### src/rtl/core/vfd_pkg.sv
// ----------------------------------------------------------------------------
// vfd_pkg
// Shared types, codes and helpers of the block video frame decoder.
// ----------------------------------------------------------------------------
`default_nettype none

package vfd_pkg;

   localparam logic [15:0] CMD_SKIP  = 16'h7FFE;
   localparam logic [15:0] CMD_COPY  = 16'h7FFD;
   localparam logic [15:0] CMD_DIFF  = 16'h7FFF;
   localparam logic [6:0]  TILE_PIX  = 7'd64;

   // stream parser phase, one-hot
   typedef enum logic [10:0] {
      PH_CMD_LO     = 11'b00000000001,
      PH_CMD_HI     = 11'b00000000010,
      PH_COPY_LO    = 11'b00000000100,
      PH_COPY_HI    = 11'b00000001000,
      PH_DIFF_LO    = 11'b00000010000,
      PH_DIFF_HI    = 11'b00000100000,
      PH_DIFF_MASK  = 11'b00001000000,
      PH_OPCODE     = 11'b00010000000,
      PH_RAW        = 11'b00100000000,
      PH_FILL_COUNT = 11'b01000000000,
      PH_FILL_COLOR = 11'b10000000000
   } phase_type;

   // sequencer state, one-hot
   typedef enum logic [6:0] {
      S_CLEAR  = 7'b0000001,
      S_IDLE   = 7'b0000010,
      S_GEN    = 7'b0000100,
      S_REF    = 7'b0001000,
      S_EMIT   = 7'b0010000,
      S_DONE   = 7'b0100000,
      S_SWEEP  = 7'b1000000
   } state_type;

   typedef struct packed {
      logic load_pix;
      logic load_ref;
   } agen_ctrl_type;

   // clamp a run length to the pixels left in the block
   function automatic logic [6:0] clamp_run(input logic [7:0] n, input logic [6:0] left);
      logic [6:0] r;
      if (n < {1'b0, left}) begin
         r = n[6:0];
      end else begin
         r = left;
      end
      return r;
   endfunction

endpackage

`default_nettype wire

### src/rtl/core/vfd_agen.sv
// ----------------------------------------------------------------------------
// vfd_agen
// Shared address unit: pixel address, then offset reference address and
// frame bounds check.
// ----------------------------------------------------------------------------
`default_nettype none

module vfd_agen #(
   parameter int FRAME_WIDTH  = 320,
   parameter int FRAME_HEIGHT = 200,
   localparam int FP = FRAME_WIDTH * FRAME_HEIGHT,
   localparam int AW = $clog2(FP),
   localparam int PW = (AW > 16) ? AW : 16
) (
   input  wire logic                  clock,
   input  wire vfd_pkg::agen_ctrl_type ctl,
   input  wire logic [AW-1:0]         tile_base,
   input  wire logic [6:0]            pix_index,
   input  wire logic [15:0]           offset,
   output logic      [PW-1:0]         pix_address_ff,
   output logic      [AW-1:0]         ref_address,
   output logic                       ref_ok_ff
);
   import vfd_pkg::*;

   localparam int RW = PW + 2;

   logic [PW-1:0] pix_in;
   logic [RW-1:0] ref_sum;
   logic          ref_ok_in;

   assign pix_in = PW'(tile_base) + PW'(pix_index[5:3]) * PW'(FRAME_WIDTH)
                 + PW'(pix_index[2:0]);

   assign ref_sum = {2'b00, pix_address_ff} + {{(RW-16){offset[15]}}, offset};
   assign ref_ok_in = !ref_sum[RW-1] && (ref_sum < RW'(FP));
   assign ref_address = ref_sum[AW-1:0];

   always_ff @(posedge clock) begin
      if (ctl.load_pix) begin
         pix_address_ff <= pix_in;
      end
      if (ctl.load_ref) begin
         ref_ok_ff <= ref_ok_in;
      end
   end

endmodule

`default_nettype wire

### config.mk
export PLATFORM = sky130hd
export DESIGN_NAME = vfd_agen
export DESIGN_NICKNAME = d
export VERILOG_FILES = /design/src/rtl/core/vfd_pkg.sv /design/src/rtl/core/vfd_agen.sv
export SDC_FILE = /design/constraint.sdc
export NUM_CORES = 1
export LEC_CHECK = 0
export ABC_CLOCK_PERIOD_IN_PS = 2500
export BUFFER_PORTS_ARGS = -buffer_cell sky130_fd_sc_hd__buf_2
export CAP_MARGIN = 10
export CORE_ASPECT_RATIO = 0.75
export CORE_MARGIN = 5
export CORE_UTILIZATION = 44
export DETAILED_ROUTE_END_ITERATION = 6
export GPL_TIMING_DRIVEN = 0
export PLACE_DENSITY = 0.77
export SLEW_MARGIN = 40
export SYNTH_ARGS = -nofsm -noshare
export SYNTH_HDL_FRONTEND = slang
export SYNTH_SLANG_ARGS = --single-unit
### constraint.sdc
create_clock -name clock -period 2.5 [get_ports clock]
set_input_delay 0.5 -clock clock [delete_from_list [all_inputs] [get_ports clock]]
set_output_delay 0.5 -clock clock [all_outputs]
set_load 0.02 [all_outputs]
==> summary.md <==
| Metric | Value |
|---|---|
| Status | `finished, violations left` |
| Failing checks | `setup timing` |
| Tcrit/Tclk final | `114.9%` |
| Die area | `approximately 0.0055 mm^2` |
| Worst hold margin | `~0.45 ns` |
| Die X | `83.94 um` |
| Final instance area | `between 0.002 and 0.003 mm^2` |
| I/O pins | `between 70 and 80` |
| Worst R2R End | `ref_ok_ff$_DFFE_PP_` |
| Synth Cell Area | `roughly 0.0018 mm^2` |
| DRC | `0` |
| WP data arrival | `2.37 ns` |
| Async SR Flop Fraction | `0%` |
| Top cells by area, synth | `edfxtp_1 28%, ha_1 20%, xnor2_1 8.3%` |
| Hold-critical path depth | `1` |
| Most used standard cell by instance count after synthesis | `ha_1` |
| Post-synth top area share | `roughly 28%` |
| Final net count | `341` |
| Leakage | `about 1.2 nW` |
| Post-place instance area | `approximately 0.0023 mm^2` |
| Finish-stage setup viols | `11` |
| Crit end category | `output port` |
| Fmax | `between 0.3 and 0.4 GHz` |
| Mapped Nets | `255` |
| Ys flop type | `edfxtp_1` |
| Antenna diodes | `0` |
| NetSw | `slightly above 700 uW` |
| Final Wtd Congestion | `0.8152` |
| TritonCTS Buffers | `3` |
| Global-route wire length before repair | `approximately 6900 um` |
| Fin. max-slew vios | `0` |
| Number of synthesized flops with an enable pin | `17` |
| Starting Density | `45.06%` |
| Pwr Density | `658.1 mW/mm^2` |
| Sequential share of the synthesized area | `about 28%` |
| Flop-to-flop setup slack | `0 ns` |
| Vias/cell | `5.127` |
| ANT nets after route | `0` |
| Area growth from synthesis to layout | `39.81%` |
| M2 GR Usage | `28.77%` |
| Combinational Power Share | `between 60% and 70%` |
| Slew HR | `between 70% and 80%` |
| Die H | `between 60 and 70 um` |
| Min-Delay Endpoint | `ref_ok_ff$_DFFE_PP_` |
| MaxCap Viol Count | `0` |
| Iter 0 DRT Violations | `35` |
| Avg Inst Size Synth | `just under 10 um^2` |
| CP startpoint kind | `flip-flop` |
| Distinct cells, synth | `41` |
| Unrepaired setup endpoints after global routing | `true` |
| Synth warn | `0` |
| Setup skew after layout | `approximately 0.0089 ns` |
| Setup CP Type | `flip-flop to output port` |
| Peak VDD IR | `about 0.28 mV` |
| WL/cell | `roughly 13 um` |
| Switching Fraction | `between 40% and 50%` |
| CTS Buffer Depth | `2` |
| Clock Latency Late Sink | `0.25 ns` |
| Fill cells | `roughly 320` |
| Routed wire length | `about 4300 um` |
| DR vias | `approximately 1,700` |
| H-tree depth | `1` |
| Share of power burned in registers | `23.6%` |
| Core area | `between 0.004 and 0.005 mm^2` |
| Sum Neg Setup Slack | `-1.988 ns` |
| Met3 Use GR | `under 10%` |
| HPWL Detailed | `about 3500 um` |
| Most Used Layer, Global Route | `met2` |
| PortBufs | `73` |
| Flops & latches, synth | `17` |
| Worst EP required | `2.00 ns` |
| Post-synth top cells | `29 x ha_1, 17 x edfxtp_1, 17 x xnor2_1` |
| FF-to-FF Start | `pix_address_ff[0]$_DFFE_PP_` |
| Hold path start | `ctl[0]` |
| Pin count of the biggest net entering global routing | `17` |
| Cts hold-fix bufs | `0` |
| Initial antenna violation count | `0` |
| Period minus WS final | `2.873 ns` |
| Synth area leader | `edfxtp_1` |
| FP Rows | `20` |
| Detailed-routing iteration count for the pre-antenna-repair pass | `4` |
| Met1 Usage GRT | `a little under a fifth` |
| Final Hold Violating Endpoints | `0` |
| GRT Resource Usage Total | `roughly 15%` |
| Total grt overflow | `0` |
| Worst r2r path cells | `9` |
| Min-Delay Path Class | `primary input to flip-flop` |
| TritonCTS clock tree | `done` |
| Clock network power share | `approximately an eighth` |
| Cell count after synthesis | `between 150 and 200` |
| Internal power | `around 950 uW` |
| Worst slew pin tran | `~0.35 ns` |
| Clk slew on worst S/H paths | `0.07 ns` |
| Final WS setup | `-0.3732 ns` |
| Number of global-route vias before repair | `1,573` |
| # clock sinks | `17` |
| Clock root buffer | `clkbuf_8` |
| Top fanout value on the critical path | `3` |
| Share of layout cells above drive strength 1 | `43.45%` |
==> cells by family (layout without fill, tap and decap cells) <==
kind of cell | count (synthesis) | after routing | synth area share [%]
adder cells (fa/ha/maj) | 31 | 31 | 22.33
XOR/XNOR | 27 | 27 | 13.11
AO/OA/AOI/OAI | 55 | 55 | 22.82
buffers and inverters | 11 | 96 | 2.289
flip-flops | 17 | 17 | 28.29
AND/OR/NAND/NOR | 41 | 41 | 11.17
==> worst max path at each step <==
stage | from | end | slack (ns) | cells past startpoint
floorplan | pix_address_ff[1]$_DFFE_PP_ | ref_address[15] | -0.12 | 8
global placement | offset[10] | ref_address[15] | -0.37 | 8
detailed placement | offset[10] | ref_address[15] | -0.40 | 8
CTS | pix_address_ff[1]$_DFFE_PP_ | ref_address[15] | -0.41 | 9
global route | pix_address_ff[1]$_DFFE_PP_ | ref_address[15] | -0.46 | 9
finish | pix_address_ff[1]$_DFFE_PP_ | ref_address[15] | -0.37 | 9
==> area by class of cell <==
cell class	instances	area [um^2]	area share, %
Clock buffer	3	41.29	1.637
Clock inverter	1	5.005	0.1984
Inverter	11	41.29	1.637
Multi-Input combinational cell	154	1398	55.41
Sequential cell	17	510.5	20.24
Tap cell	55	68.82	2.728
Timing Repair Buffer	81	457.9	18.15
==> state kept, by name, summed over array words and instances, names as in the netlist <==
register	flops
pix_address_ff	16
ref_ok_ff	1
==> worst max-delay path, cell delays in order, from the launching register on <==
cell and delay (ns):
edfxtp_1 0.42, ha_1 0.31, a21oi_2 0.05, nand4b_1 0.20, a21oi_2 0.19, o2111ai_2 0.14, a221oi_2 0.38, nor2_2 0.08
xor2_2 0.18, buf_4 0.16
==> through the flow <==
step | util, % | instances | setup WS [ns] | power (mW)
final | 63.00 | 322 | -0.3732 | 1.660
after global routing | 63.00 | 322 | -0.4617 | 1.773
after CTS | 61.03 | 321 | -0.4133 | 1.605
after detailed placement | 56.97 | 310 | -0.3976 | 1.290
after global placement | 56.97 | 310 | -0.3697 | 1.272
after floorplan | - | 182 | -0.1190 | 1.037
==> power by group through the flow <==
stage	clock, mW	combinational (mW)	sequential [mW]
after floorplan	0	0.594	0.443
after global placement	0	0.877	0.395
after detailed placement	0	0.892	0.398
after CTS	0.211	1.00	0.392
after global routing	0.227	1.15	0.398
final	0.205	1.06	0.392
==> layout by cell type (no fill, tap or decap), types with 5 or more instances in the layout <==
master	instances
xnor2_1	14
ha_1	26
a21oi_2	5
xor2_1	8
nand2_1	14
edfxtp_1	17
buf_2	63
a21oi_1	9
inv_1	11
buf_4	16
a21o_1	7
nor2_1	9
==> metal layers <==
layer / wire length (um) / up-vias
li1: - / 853
met4: 40 / 0
met1: 1858 / 759
met5: 0 / -
met3: 153 / 4
met2: 2254 / 35
==> repair_timing <==
action	CTS	global route
endpoints found under the setup margin	10	14
pin swaps	14	18
buffers inserted	7	2
resized for setup	20	14
(Power assumes the default switching activity.)
